==> config.mk <==
export PLATFORM = sky130hd
export DESIGN_NAME = datetime_add_subtract_unit
export DESIGN_NICKNAME = d
export VERILOG_FILES = /design/src/rtl/core/dtas_pkg.sv /design/src/rtl/core/dtas_alu.sv /design/src/rtl/core/dtas_borrow.sv /design/src/rtl/core/datetime_add_subtract_unit.sv
export SDC_FILE = /design/constraint.sdc
export NUM_CORES = 1
export LEC_CHECK = 0
export ABC_AREA = 1
export ABC_CLOCK_PERIOD_IN_PS = 11400
export BUFFER_PORTS_ARGS = -buffer_cell sky130_fd_sc_hd__buf_2
export CAP_MARGIN = 10
export CORE_MARGIN = 2
export CORE_UTILIZATION = 50
export DETAILED_ROUTE_END_ITERATION = 6
export GPL_ROUTABILITY_DRIVEN = 0
export PLACE_DENSITY = 0.68
export REMOVE_ABC_BUFFERS = 1
export SLEW_MARGIN = 20
export SYNTH_ARGS = -nofsm -noshare
export SYNTH_HDL_FRONTEND = slang
export SYNTH_SLANG_ARGS = --single-unit
==> constraint.sdc <==
create_clock -name clk -period 11.4 [get_ports clk]
set_clock_uncertainty 0.1 [all_clocks]
set_input_delay 2.28 -clock clk [delete_from_list [all_inputs] [get_ports clk]]
set_output_delay 2.28 -clock clk [all_outputs]
set_load 0.1 [all_outputs]
==> src/rtl/core/dtas_pkg.sv <==
`default_nettype none
// ----------------------------------------------------------------------------
// dtas_pkg: shared types and calendar helpers
// Request and result formats, status codes, sequencer states, the month
// length table and the Gregorian leap rule.
// ----------------------------------------------------------------------------
package dtas_pkg;

  typedef logic [6:0] pivot_t;

  localparam logic [6:0] PIVOT_RESET = 7'd30;

  localparam logic [2:0] STATUS_OK           = 3'd0;
  localparam logic [2:0] STATUS_BAD_START_CLK = 3'd1;
  localparam logic [2:0] STATUS_BAD_RES_CLK   = 3'd2;
  localparam logic [2:0] STATUS_BAD_START_DATE = 3'd3;
  localparam logic [2:0] STATUS_BAD_RES_DATE   = 3'd4;

  localparam int ALU_W = 17;

  typedef struct packed {
    logic        mode;
    logic [4:0]  start_day;
    logic [3:0]  start_month;
    logic [13:0] start_year;
    logic [4:0]  start_hour;
    logic [5:0]  start_minute;
    logic [5:0]  start_second;
    logic [15:0] offset_days;
    logic [9:0]  offset_years;
    logic [9:0]  offset_hours;
    logic [9:0]  offset_minutes;
    logic [9:0]  offset_seconds;
  } dtas_req_t;

  typedef struct packed {
    logic [4:0]  result_day;
    logic [3:0]  result_month;
    logic [13:0] result_year;
    logic [4:0]  result_hour;
    logic [5:0]  result_minute;
    logic [5:0]  result_second;
    logic [2:0]  status;
  } dtas_res_t;

  // shared subtract/compare unit result
  typedef struct packed {
    logic [ALU_W-1:0] diff;
    logic             lt;
    logic             eq;
  } dtas_alu_t;

  // clock after subtracting the offset
  typedef struct packed {
    logic       ok;
    logic [4:0] hour;
    logic [5:0] minute;
    logic [5:0] second;
    logic       extra;
  } dtas_clk_t;

  typedef enum logic [3:0] {
    S_IDLE,
    S_START,
    S_SEC,
    S_MIN,
    S_HOUR,
    S_DCHK,
    S_LEAP_CHK,
    S_DLEN,
    S_LEAP_ADD,
    S_WALK_ADD,
    S_WALK_SUB,
    S_LEAP_SUB,
    S_SUB_END,
    S_LEAP_FIN,
    S_SUB_FIN,
    S_DONE
  } dtas_state_t;

  localparam logic [4:0] MONTH_LEN [0:12] = '{
    5'd31, 5'd28, 5'd31, 5'd30, 5'd31, 5'd30,
    5'd31, 5'd31, 5'd30, 5'd31, 5'd30, 5'd31, 5'd0
  };

  // y divisible by 25: floor(y * 41944 / 2^20) is exact for y below 2^15
  function automatic logic is_leap(logic [14:0] y);
    logic [30:0] prod;
    logic [10:0] q;
    logic [15:0] back;
    logic        div25;
    prod  = 31'(y) * 31'd41944;
    q     = prod[30:20];
    back  = {1'b0, q, 4'b0} + {2'b0, q, 3'b0} + {5'b0, q};
    div25 = (back == {1'b0, y});
    return (y[1:0] == 2'd0) && !(div25 && (y[3:0] != 4'd0));
  endfunction

  function automatic logic [4:0] month_days(logic leap, logic [3:0] m);
    logic [3:0] idx;
    idx = m - 4'd1;
    if (m == 4'd0 || m > 4'd12) return 5'd0;
    if (m == 4'd2 && leap) return 5'd29;
    return MONTH_LEN[idx];
  endfunction

endpackage
`default_nettype wire

==> src/rtl/core/dtas_alu.sv <==
`default_nettype none
// ----------------------------------------------------------------------------
// dtas_alu: shared subtract and compare unit
// Gives a - b together with a < b and a == b; the sequencer reuses it for
// clock carries and for the month walk.
// ----------------------------------------------------------------------------
module dtas_alu (
  input  wire logic [dtas_pkg::ALU_W-1:0] a,
  input  wire logic [dtas_pkg::ALU_W-1:0] b,
  output dtas_pkg::dtas_alu_t             y
);
  import dtas_pkg::*;

  logic [ALU_W:0] wide;

  always_comb begin
    wide   = {1'b0, a} - {1'b0, b};
    y.diff = wide[ALU_W-1:0];
    y.lt   = wide[ALU_W];
    y.eq   = (a == b);
  end

endmodule
`default_nettype wire

==> src/rtl/core/dtas_borrow.sv <==
`default_nettype none
// ----------------------------------------------------------------------------
// dtas_borrow: clock subtraction
// Takes the offset off the start clock, each unit borrowing at most once,
// and flags a result outside the clock ranges.
// ----------------------------------------------------------------------------
module dtas_borrow (
  input  wire dtas_pkg::dtas_req_t req,
  output dtas_pkg::dtas_clk_t      clk_out
);
  import dtas_pkg::*;

  logic [10:0] ss, smi, sh, os, bm, bh;
  logic [10:0] sec_v, min_v, hour_v;
  logic        s_b, m_b, h_b, s_ok, m_ok, h_ok;

  always_comb begin
    ss  = 11'(req.start_second);
    smi = 11'(req.start_minute);
    sh  = 11'(req.start_hour);
    os  = 11'(req.offset_seconds);

    s_b   = ss < os;
    s_ok  = !s_b || (os <= ss + 11'd60);
    sec_v = s_b ? ss + 11'd60 - os : ss - os;

    bm    = 11'(req.offset_minutes) + 11'(s_b);
    m_b   = smi < bm;
    m_ok  = !m_b || (bm <= smi + 11'd60);
    min_v = m_b ? smi + 11'd60 - bm : smi - bm;

    bh     = 11'(req.offset_hours) + 11'(m_b);
    h_b    = sh < bh;
    h_ok   = !h_b || (bh <= sh + 11'd24);
    hour_v = h_b ? sh + 11'd24 - bh : sh - bh;

    clk_out.ok     = s_ok && m_ok && h_ok;
    clk_out.second = sec_v[5:0];
    clk_out.minute = min_v[5:0];
    clk_out.hour   = hour_v[4:0];
    clk_out.extra  = h_b;
  end

endmodule
`default_nettype wire

==> src/rtl/core/datetime_add_subtract_unit.sv <==
`default_nettype none
// ----------------------------------------------------------------------------
// datetime_add_subtract_unit: Gregorian date and time offset
// Adds an offset of days, years, hours, minutes and seconds to a start date
// and time, or subtracts it, and returns the result with a status.
// ----------------------------------------------------------------------------
// One request at a time. After setup, when adding, the sequencer takes each
// carry of 60 seconds, 60 minutes and 24 hours out through the shared unit,
// one at a time; then the day walk steps through the months crossed one by
// one, and at every year boundary the leap flag of the new year is
// registered before the walk goes on. For large day offsets the month walk
// through the shared subtract/compare unit takes most of the time. The result
// sits in an output register, so the next request is taken while it waits.
// Errors return the start fields unchanged with a nonzero status; a start
// clock error goes from the start check straight to the done state.
// ----------------------------------------------------------------------------
module datetime_add_subtract_unit (
  input  wire logic                clk,
  input  wire logic                rst,
  input  wire logic                req_valid,
  output logic                     req_ready,
  input  wire dtas_pkg::dtas_req_t req_data,
  output logic                     res_valid,
  input  wire logic                res_ready,
  output dtas_pkg::dtas_res_t      res_data,
  input  wire logic                cfg_valid,
  output logic                     cfg_ready,
  input  wire dtas_pkg::pivot_t    cfg_data
);
  import dtas_pkg::*;

  dtas_state_t st, st_next;
  dtas_req_t   req;
  pivot_t      pivot;

  logic [10:0] acc, acc_next;
  logic [4:0]  carry, carry_next;
  logic [5:0]  extra, extra_next;
  logic [5:0]  cs, cs_next, cmi, cmi_next;
  logic [4:0]  ch, ch_next;
  logic [14:0] y, y_next;
  logic [3:0]  m, m_next;
  logic [16:0] d, d_next, left, left_next;
  logic        leap_q, leap_next;
  logic [2:0]  status, status_next;
  logic        res_load;

  logic [ALU_W-1:0] alu_a, alu_b;
  dtas_alu_t        alu;
  dtas_clk_t        bclk;
  logic [4:0]       len;

  dtas_alu u_alu (
    .a(alu_a),
    .b(alu_b),
    .y(alu)
  );

  dtas_borrow u_borrow (
    .req(req),
    .clk_out(bclk)
  );

  assign req_ready = (st == S_IDLE);
  assign cfg_ready = 1'b1;
  assign len       = month_days(leap_q, m);

  always_comb begin
    unique case (st)
      S_SEC, S_MIN: begin
        alu_a = ALU_W'(acc);
        alu_b = ALU_W'(7'd60);
      end
      S_HOUR: begin
        alu_a = ALU_W'(acc);
        alu_b = ALU_W'(5'd24);
      end
      S_WALK_ADD: begin
        alu_a = d;
        alu_b = ALU_W'(len);
      end
      S_WALK_SUB: begin
        alu_a = left;
        alu_b = d;
      end
      S_SUB_END: begin
        alu_a = d;
        alu_b = left;
      end
      default: begin
        alu_a = '0;
        alu_b = '0;
      end
    endcase
  end

  always_comb begin
    st_next     = st;
    acc_next    = acc;
    carry_next  = carry;
    extra_next  = extra;
    cs_next     = cs;
    cmi_next    = cmi;
    ch_next     = ch;
    y_next      = y;
    m_next      = m;
    d_next      = d;
    left_next   = left;
    leap_next   = leap_q;
    status_next = status;
    res_load    = 1'b0;

    unique case (st)
      S_IDLE: begin
        if (req_valid) st_next = S_START;
      end
      S_START: begin
        status_next = STATUS_OK;
        if (req.start_hour > 5'd23 || req.start_minute > 6'd59 ||
            req.start_second > 6'd59) begin
          status_next = STATUS_BAD_START_CLK;
          st_next     = S_DONE;
        end else if (!req.mode) begin
          acc_next   = 11'(req.start_second) + 11'(req.offset_seconds);
          carry_next = '0;
          extra_next = '0;
          st_next    = S_SEC;
        end else if (!bclk.ok) begin
          status_next = STATUS_BAD_RES_CLK;
          st_next     = S_DONE;
        end else begin
          cs_next    = bclk.second;
          cmi_next   = bclk.minute;
          ch_next    = bclk.hour;
          extra_next = 6'(bclk.extra);
          st_next    = S_DCHK;
        end
      end
      S_SEC: begin
        if (!alu.lt) begin
          acc_next   = alu.diff[10:0];
          carry_next = carry + 5'd1;
        end else begin
          cs_next    = acc[5:0];
          acc_next   = 11'(req.start_minute) + 11'(req.offset_minutes) + 11'(carry);
          carry_next = '0;
          st_next    = S_MIN;
        end
      end
      S_MIN: begin
        if (!alu.lt) begin
          acc_next   = alu.diff[10:0];
          carry_next = carry + 5'd1;
        end else begin
          cmi_next = acc[5:0];
          acc_next = 11'(req.start_hour) + 11'(req.offset_hours) + 11'(carry);
          st_next  = S_HOUR;
        end
      end
      S_HOUR: begin
        if (!alu.lt) begin
          acc_next   = alu.diff[10:0];
          extra_next = extra + 6'd1;
        end else begin
          ch_next = acc[4:0];
          st_next = S_DCHK;
        end
      end
      S_DCHK: begin
        if (req.start_day == 5'd0 || req.start_month == 4'd0 ||
            req.start_month > 4'd12 ||
            (req.start_year > 14'd99 && req.start_year < 14'd1800)) begin
          status_next = STATUS_BAD_START_DATE;
          st_next     = S_DONE;
        end else begin
          // widen a two-digit year around the pivot
          if (req.start_year <= 14'd99) begin
            y_next = 15'(req.start_year) +
                     ((req.start_year > 14'(pivot)) ? 15'd1900 : 15'd2000);
          end else begin
            y_next = 15'(req.start_year);
          end
          st_next = S_LEAP_CHK;
        end
      end
      S_LEAP_CHK: begin
        leap_next = is_leap(y);
        st_next   = S_DLEN;
      end
      S_DLEN: begin
        m_next = req.start_month;
        if (req.start_day > month_days(leap_q, req.start_month)) begin
          status_next = STATUS_BAD_START_DATE;
          st_next     = S_DONE;
        end else if (!req.mode) begin
          y_next  = y + 15'(req.offset_years);
          d_next  = 17'(req.start_day) + 17'(req.offset_days) + 17'(extra);
          st_next = S_LEAP_ADD;
        end else begin
          left_next = 17'(req.offset_days) + 17'(extra);
          d_next    = 17'(req.start_day);
          st_next   = S_WALK_SUB;
        end
      end
      S_LEAP_ADD: begin
        leap_next = is_leap(y);
        st_next   = S_WALK_ADD;
      end
      S_WALK_ADD: begin
        if (m > 4'd12) begin
          m_next  = 4'd1;
          y_next  = y + 15'd1;
          st_next = S_LEAP_ADD;
        end else if (!alu.lt && !alu.eq) begin
          d_next = alu.diff;
          m_next = m + 4'd1;
        end else begin
          if (y[14]) status_next = STATUS_BAD_RES_DATE;
          st_next = S_DONE;
        end
      end
      S_WALK_SUB: begin
        if (!alu.lt) begin
          left_next = alu.diff;
          if (m > 4'd1) begin
            m_next = m - 4'd1;
            d_next = 17'(month_days(leap_q, m - 4'd1));
          end else begin
            // December does not depend on the leap flag
            m_next  = 4'd12;
            y_next  = y - 15'd1;
            d_next  = 17'(month_days(1'b0, 4'd12));
            st_next = S_LEAP_SUB;
          end
        end else begin
          st_next = S_SUB_END;
        end
      end
      S_LEAP_SUB: begin
        leap_next = is_leap(y);
        st_next   = S_WALK_SUB;
      end
      S_SUB_END: begin
        d_next  = alu.diff;
        y_next  = y - 15'(req.offset_years);
        st_next = S_LEAP_FIN;
      end
      S_LEAP_FIN: begin
        leap_next = is_leap(y);
        st_next   = S_SUB_FIN;
      end
      S_SUB_FIN: begin
        if (y < 15'd1800 || y[14]) begin
          status_next = STATUS_BAD_RES_DATE;
        end else if (m == 4'd2 && d == 17'd29 && !leap_q) begin
          d_next = 17'd28;
        end
        st_next = S_DONE;
      end
      S_DONE: begin
        // hold until the output register is free
        if (!res_valid || res_ready) begin
          res_load = 1'b1;
          st_next  = S_IDLE;
        end
      end
      default: st_next = S_IDLE;
    endcase
  end

  always_ff @(posedge clk) begin
    if (rst) begin
      st <= S_IDLE;
    end else begin
      st <= st_next;
    end
  end

  always_ff @(posedge clk) begin
    if (rst) begin
      pivot <= PIVOT_RESET;
    end else if (cfg_valid) begin
      pivot <= cfg_data;
    end
  end

  always_ff @(posedge clk) begin
    if (req_valid && req_ready) req <= req_data;
    acc    <= acc_next;
    carry  <= carry_next;
    extra  <= extra_next;
    cs     <= cs_next;
    cmi    <= cmi_next;
    ch     <= ch_next;
    y      <= y_next;
    m      <= m_next;
    d      <= d_next;
    left   <= left_next;
    leap_q <= leap_next;
    status <= status_next;
  end

  always_ff @(posedge clk) begin
    if (rst) begin
      res_valid <= 1'b0;
    end else if (res_load) begin
      res_valid <= 1'b1;
    end else if (res_ready) begin
      res_valid <= 1'b0;
    end
  end

  always_ff @(posedge clk) begin
    if (res_load) begin
      res_data.status <= status;
      if (status == STATUS_OK) begin
        res_data.result_day    <= d[4:0];
        res_data.result_month  <= m;
        res_data.result_year   <= y[13:0];
        res_data.result_hour   <= ch;
        res_data.result_minute <= cmi;
        res_data.result_second <= cs;
      end else begin
        res_data.result_day    <= req.start_day;
        res_data.result_month  <= req.start_month;
        res_data.result_year   <= req.start_year;
        res_data.result_hour   <= req.start_hour;
        res_data.result_minute <= req.start_minute;
        res_data.result_second <= req.start_second;
      end
    end
  end

  a_leave_idle: assert property (@(posedge clk) disable iff (rst)
    req_valid && req_ready |=> st == S_START)
    else $error("accepted request did not start the sequencer");

  a_walk_add_month: assert property (@(posedge clk) disable iff (rst)
    st == S_WALK_ADD |-> m >= 4'd1 && m <= 4'd13)
    else $error("month out of range in forward walk");

  a_walk_sub_day: assert property (@(posedge clk) disable iff (rst)
    st == S_WALK_SUB |-> d != 17'd0 && m >= 4'd1 && m <= 4'd12)
    else $error("day or month out of range in backward walk");

  a_ok_result: assert property (@(posedge clk) disable iff (rst)
    res_valid && res_data.status == STATUS_OK |->
      res_data.result_hour < 5'd24 && res_data.result_minute < 6'd60 &&
      res_data.result_second < 6'd60 && res_data.result_day != 5'd0 &&
      res_data.result_month >= 4'd1 && res_data.result_month <= 4'd12)
    else $error("ok status with an invalid date or time");

  a_done_loads: assert property (@(posedge clk) disable iff (rst)
    st == S_DONE && (!res_valid || res_ready) |=> res_valid && st == S_IDLE)
    else $error("finished request not moved to the output register");

endmodule
`default_nettype wire

# Word-level counts from Yosys, hierarchy flattened
# Memories as Yosys holds them, arrays and structs flattened.
# Index checks and enable logic that the tools add are counted.
# word_totals
wordCells,345
mem_bits_ro,240
n_memories,3
inputBits,109
register_bits,248
# classes
mux,129
multipliers,1
n_reduce_logical,68
bitwise_logic,3
addsub,33
eq_ne,52
order_cmp,22
# mem_list
name,words,word_bits,rd,rd_ports_with_merged_regs,wr,line,source
(no name shown),16,5,1,0,0,dtas_pkg.sv:104,return MONTH_LEN[idx];
(no name shown),16,5,1,0,0,dtas_pkg.sv:104,
(no name shown),16,5,1,0,0,dtas_pkg.sv:104,
# ops
operator,count
$mux W17,10
$pmux W17 S5,2
$mux W5,29
$mux W15,7
$mux W6,13
$pmux W15 S5,1
$mux W4,17
$pmux W4 S16,1
$mux W11,5
$pmux W17 S3,1
$ne A2 B2 Y1 const B,24
$pmux W11 S4,1
$mux W40,1
$pmux W6 S2,3
$pmux W17 S2,1
$eq A4 B4 Y1 const B,8
$mul A15 B13 Y28 const B,1
$reduce_and A7 Y1,4
$sub A6 B6 Y6,4
$add A10 B1 Y11,2
$add A11 B5 Y11,2
$add A6 B10 Y11,2
$mux W1,21
$mux W3,7
69 further kinds,141

# Logic depth before layout (Yosys ltp)
# depth
ltp_word,20
depth_mapped,41
depth_no_buf,41

# Hierarchy
# A second synthesis with hierarchy kept.
# unflattened
hier_cells,2759
area_unflattened_um2,22804.4
# by_module_without_submodules
mod,instances,cells_per_inst,area_per_inst_um2
datetime_add_subtract_unit,1,2195,19600.0
dtas_borrow,1,330,2011.9
dtas_alu,1,234,1192.4

# Worst setup path before layout
# OpenSTA, ideal clock, no wires.
# synth_path
path_type,in2reg
startpoint,in req_valid
endpoint,reg req[0] (netlist name)
setup_time_ns,0.672
setup_slack_ns,1.752
n_path_buf,0
cell_stages,2
t_arrival_ns,8.876
path_cell_list,inv_1 nor3_1
# synth_between
elab_chain_len,1
# synth_lines
element,line,source
start: declaration,datetime_add_subtract_unit.sv:20,"input wire logic req_valid,"
$logic_and A1 B1 Y1,datetime_add_subtract_unit.sv:288,if (req_valid && req_ready) req <= req_data;
# Every way passes these cells.
# A chain may end at the register's enable or synchronous reset.

# Worst setup path after layout
# layout_path
startpoint,reg y[12]
endpoint,"reg leap_q, data pin"
# layout_between
elab_chain_len,7
# layout_lines
element,line,source
start: declaration,datetime_add_subtract_unit.sv:41,"logic [14:0] y, y_next;"
start signal: assignment,datetime_add_subtract_unit.sv:295,y <= y_next;
$mul A15 B13 Y28,dtas_pkg.sv:92,prod = 31'(y) * 31'd41944;
$add A15 B14 Y16,dtas_pkg.sv:94,"back = {1'b0, q, 4'b0} + {2'b0, q, 3'b0} + {5'b0, q};"
$add A16 B11 Y16,dtas_pkg.sv:94,
$eq A16 B15 Y1 *,dtas_pkg.sv:95,"div25 = (back == {1'b0, y});"
$logic_and A1 B1 Y1 *,dtas_pkg.sv:96,return (y[1:0] == 2'd0) && !(div25 && (y[3:0] != 4'd0));
$logic_not A1 Y1 *,dtas_pkg.sv:96,
$logic_and A1 B1 Y1 *,dtas_pkg.sv:96,
end signal: assignment,datetime_add_subtract_unit.sv:299,leap_q <= leap_next;
end: declaration,datetime_add_subtract_unit.sv:44,"logic leap_q, leap_next;"
# Mark *: on every way between the ends. The rest lies on a longest branch, timed or not.

==> flow_metrics.tcl <==
set metrics [dict create \
    vias 18887 \
    via_per_inst 5.563 \
    syn_area_um2 22320 \
    reg2regPathDepth 32 \
    min_period_ns 7.838 \
    worst_setup_path_end_kind "flop" \
    holdPathEnd "res_data[2]$_DFFE_PP_" \
    drive_above_1_share 0.1042 \
    die_h_um 215.3 \
    hold_class "flop to flop" \
    clock-root-buffer "clkbuf_16" \
    antenna_found_initial 0 \
    hold_buffers 0 \
    setup_violations 0 \
    fillers 4043 \
    critical-path-slowest-cell "edfxtp_1" \
    stdcell_count 3395 \
    clock_latency_ns 0.61 \
    required_ns 11.67 \
    routed_wl_mm 60.88 \
    drc 0 \
    rsz0062_at_grt "false" \
    start_util 0.5059 \
    hp-start "status[2]$_DFFE_PP_" \
    finalNetCount 3260 \
    port-buffer-count 153 \
    synth-simple-area-share 0.1909 \
    synth-xor-area-share 0.03447 \
    cp_common_cell "inv_1" \
    drt-pass1-iter-count 6 \
    cp_data_arrival_time_ns 8.11 \
    setup-tns-final_ns 0 \
    worst-setup-path-type "flop to flop" \
    die_area_um2 46350 \
    hpwl_mm 48.69 \
    status "completed" \
    synth-compound-area-share 0.1160 \
    netlist-cell-type-count 64 \
    synth.avg_cell_area_um2 8.494 \
    drt_iter0_markers 1620 \
    cts_setup_buffers 0 \
    ios 155 \
    n_antenna_cell 0 \
    synth_top_family_by_area "adder cells" \
    cts_buffers 30 \
    synth-main-ff-cell "edfxtp_1" \
    min_delay_path_depth 0 \
    core_um2 44120 \
    cts.htree.levels 1 \
    synth-adder-area-share 0.2432 \
    r2r_slack_ns 3.56 \
    yosys_warnings 0 \
    start_kind "flop" \
    cp_max_fo 8 \
    grt_pass1_vias 18957 \
    muxShareOfSynthArea 0.001457 \
    grt_max_degree 59 \
    max_stage_delay_ns 0.59 \
    chipWidth_um 215.3 \
    layout_setup_ws_ns 3.562 \
    reg2reg_to "leap_q$_DFFE_PP_" \
    multi_input_area_um2 13100 \
    post-place-ws_ns 3.669 \
    yosysSeqAreaShare 0.3283 \
    final.period_utilization 0.6876 \
    synth-edff-count 236 \
    slew_violations 0 \
    placed_cells 3339 \
    slew_headroom 0.4587 \
    hold_violations 0 \
    seq_area_um2 7327 \
    grt_pass1_wl_mm 97.52 \
    worst_pin_slew_ns 0.8119 \
    ant_nets 0 \
    cts.sinks 248 \
    path_clk_slew_ns 0.06 \
    placementRows 77 \
    syn2layout_area_growth_pct 10.98 \
    fmax_ghz 0.1276 \
    cts-resized-gates 0 \
    overflow 0 \
    synth_seq_cells 248 \
    r2r_start "y[12]$_DFFE_PP_" \
    cts_tree "built" \
    grt_util_all_layers 0.2622 \
    clockBufferDepth 3 \
    async_flop_share 0 \
    post_drt_wl_per_cell_um 17.93 \
    maxCapViolations 0 \
    netlist_instances 2628 \
]
state kept, by name, indices dropped and copies added, names as in the netlist, 4 cells and up:
register and flops:
res_data 43, cmi 6, req 97, m 4
d 17, ch 5, extra 6, left 17
carry 5, y 15, acc 11, st 4
cs 6, pivot 7
cells in the mapped netlist, types with 8 or more instances:
library cell  number  area [um^2]
edfxtp_1         236         7087
buf_2              9        45.04
nand4_1           36        225.2
a31oi_1            8        50.05
fa_1             103         2062
nand2_2            8        50.05
ha_1             269         3366
o21ai_1           11        55.05
o211ai_1          15        112.6
or2_2             11        68.82
nand3b_1          11        82.58
xor2_1            64        560.5
o221ai_1          18        157.7
nor2_1           190        713.2
nor2_2            12        75.07
xnor2_1           22        192.7
dfxtp_1           12        240.2
inv_2             12        45.04
a21oi_1          147        735.7
o21ai_0          161        805.8
nor4_1            10        62.56
nand2_1          475         1783
nor3_1            37        185.2
nand3_1          152        760.7
clkbuf_1          27        101.4
inv_1            445         1670
o22ai_1           33        206.5
worst max-delay path by stage:
stage,cells after the start,slack (ns),from,endpoint
2_1_floorplan,2,1.75,req_valid,req[0]$_DFFE_PP_
5_1_grt,34,3.01,y[12]$_DFFE_PP_,leap_q$_DFFE_PP_
3_5_place_dp,32,3.67,y[12]$_DFFE_PP_,leap_q$_DFFE_PP_
4_1_cts,32,3.65,y[12]$_DFFE_PP_,leap_q$_DFFE_PP_
3_3_place_gp,29,3.86,y[12]$_DFFE_PP_,leap_q$_DFFE_PP_
6_report,32,3.56,y[12]$_DFFE_PP_,leap_q$_DFFE_PP_
cell usage in the layout, fill, tap and decap left out, types with 5 or more instances in the layout:
cell type and instances:
fa_1 103, nand4_1 36, o211ai_1 15, xor2_1 64, a221oi_1 5, buf_4 9, xnor2_1 22, clkinvlp_4 7
o21ai_1 11, nor2_4 7, clkbuf_1 5, o2111ai_1 7, buf_2 153, nor3_1 35, nand2_4 5, o31ai_1 5
nand3_2 6, a21o_1 5, nand2_1 474, or2_2 11, o21ai_0 161, nor2_1 190, ha_1 269, nand3b_1 11
dfxtp_1 12, edfxtp_1 236, nand2_2 9, a21oi_1 147, inv_2 12, o22ai_1 33, a31oi_1 8, inv_1 445
nor2_2 12, nand3_1 152, nor4_1 9, clkbuf_16 30, o221ai_1 18
layer usage:
metal  up-vias  global-route usage  part of all wire
li1       9144                   -                 -
met1      8921              0.3236              0.41
met2       661              0.4669              0.49
met3       161             0.02505             0.054
met4         0              0.1140             0.046
met5         -                   0                 0
critical path, delay by kind of cell (launching register included):
family,cells,cell delay (ns)
AND/OR/NAND/NOR,11,1.20
flip-flops,1,0.59
XOR/XNOR,1,0.42
adder cells (fa/ha/maj),8,3.50
buffers and inverters,6,0.51
AO/OA/AOI/OAI,6,1.26
logic make-up after synthesis:
group           Yosys count
mux                       3
buf+inv                 502
other cells               1
xor+xnor                 87
flops                   248
fa+ha+maj               372
compound gates          448
simple gates            967
per-stage QoR:
step | utilization | hold WS (ns) | cell area [um^2]
after floorplan | - | 0.3264 | 22140
after global placement | 0.5378 | 0.3352 | 23730
after global routing | 0.5614 | 0.3658 | 24770
after CTS | 0.5614 | 0.3534 | 24770
after detailed placement | 0.5378 | 0.3380 | 23730
final | 0.5614 | 0.3553 | 24770
final cells by class:
class,instances,area share
Multi-Input combinational cell,1878,0.5289
Clock inverter,21,0.01096
Tap cell,592,0.02990
Clock buffer,35,0.03106
Inverter,459,0.06975
Timing Repair Buffer,162,0.03364
Sequential cell,248,0.2958
Power is left out: the tool's default activity adds up to more than one toggle a clock period on the data nets, which glitch-free logic cannot reach.
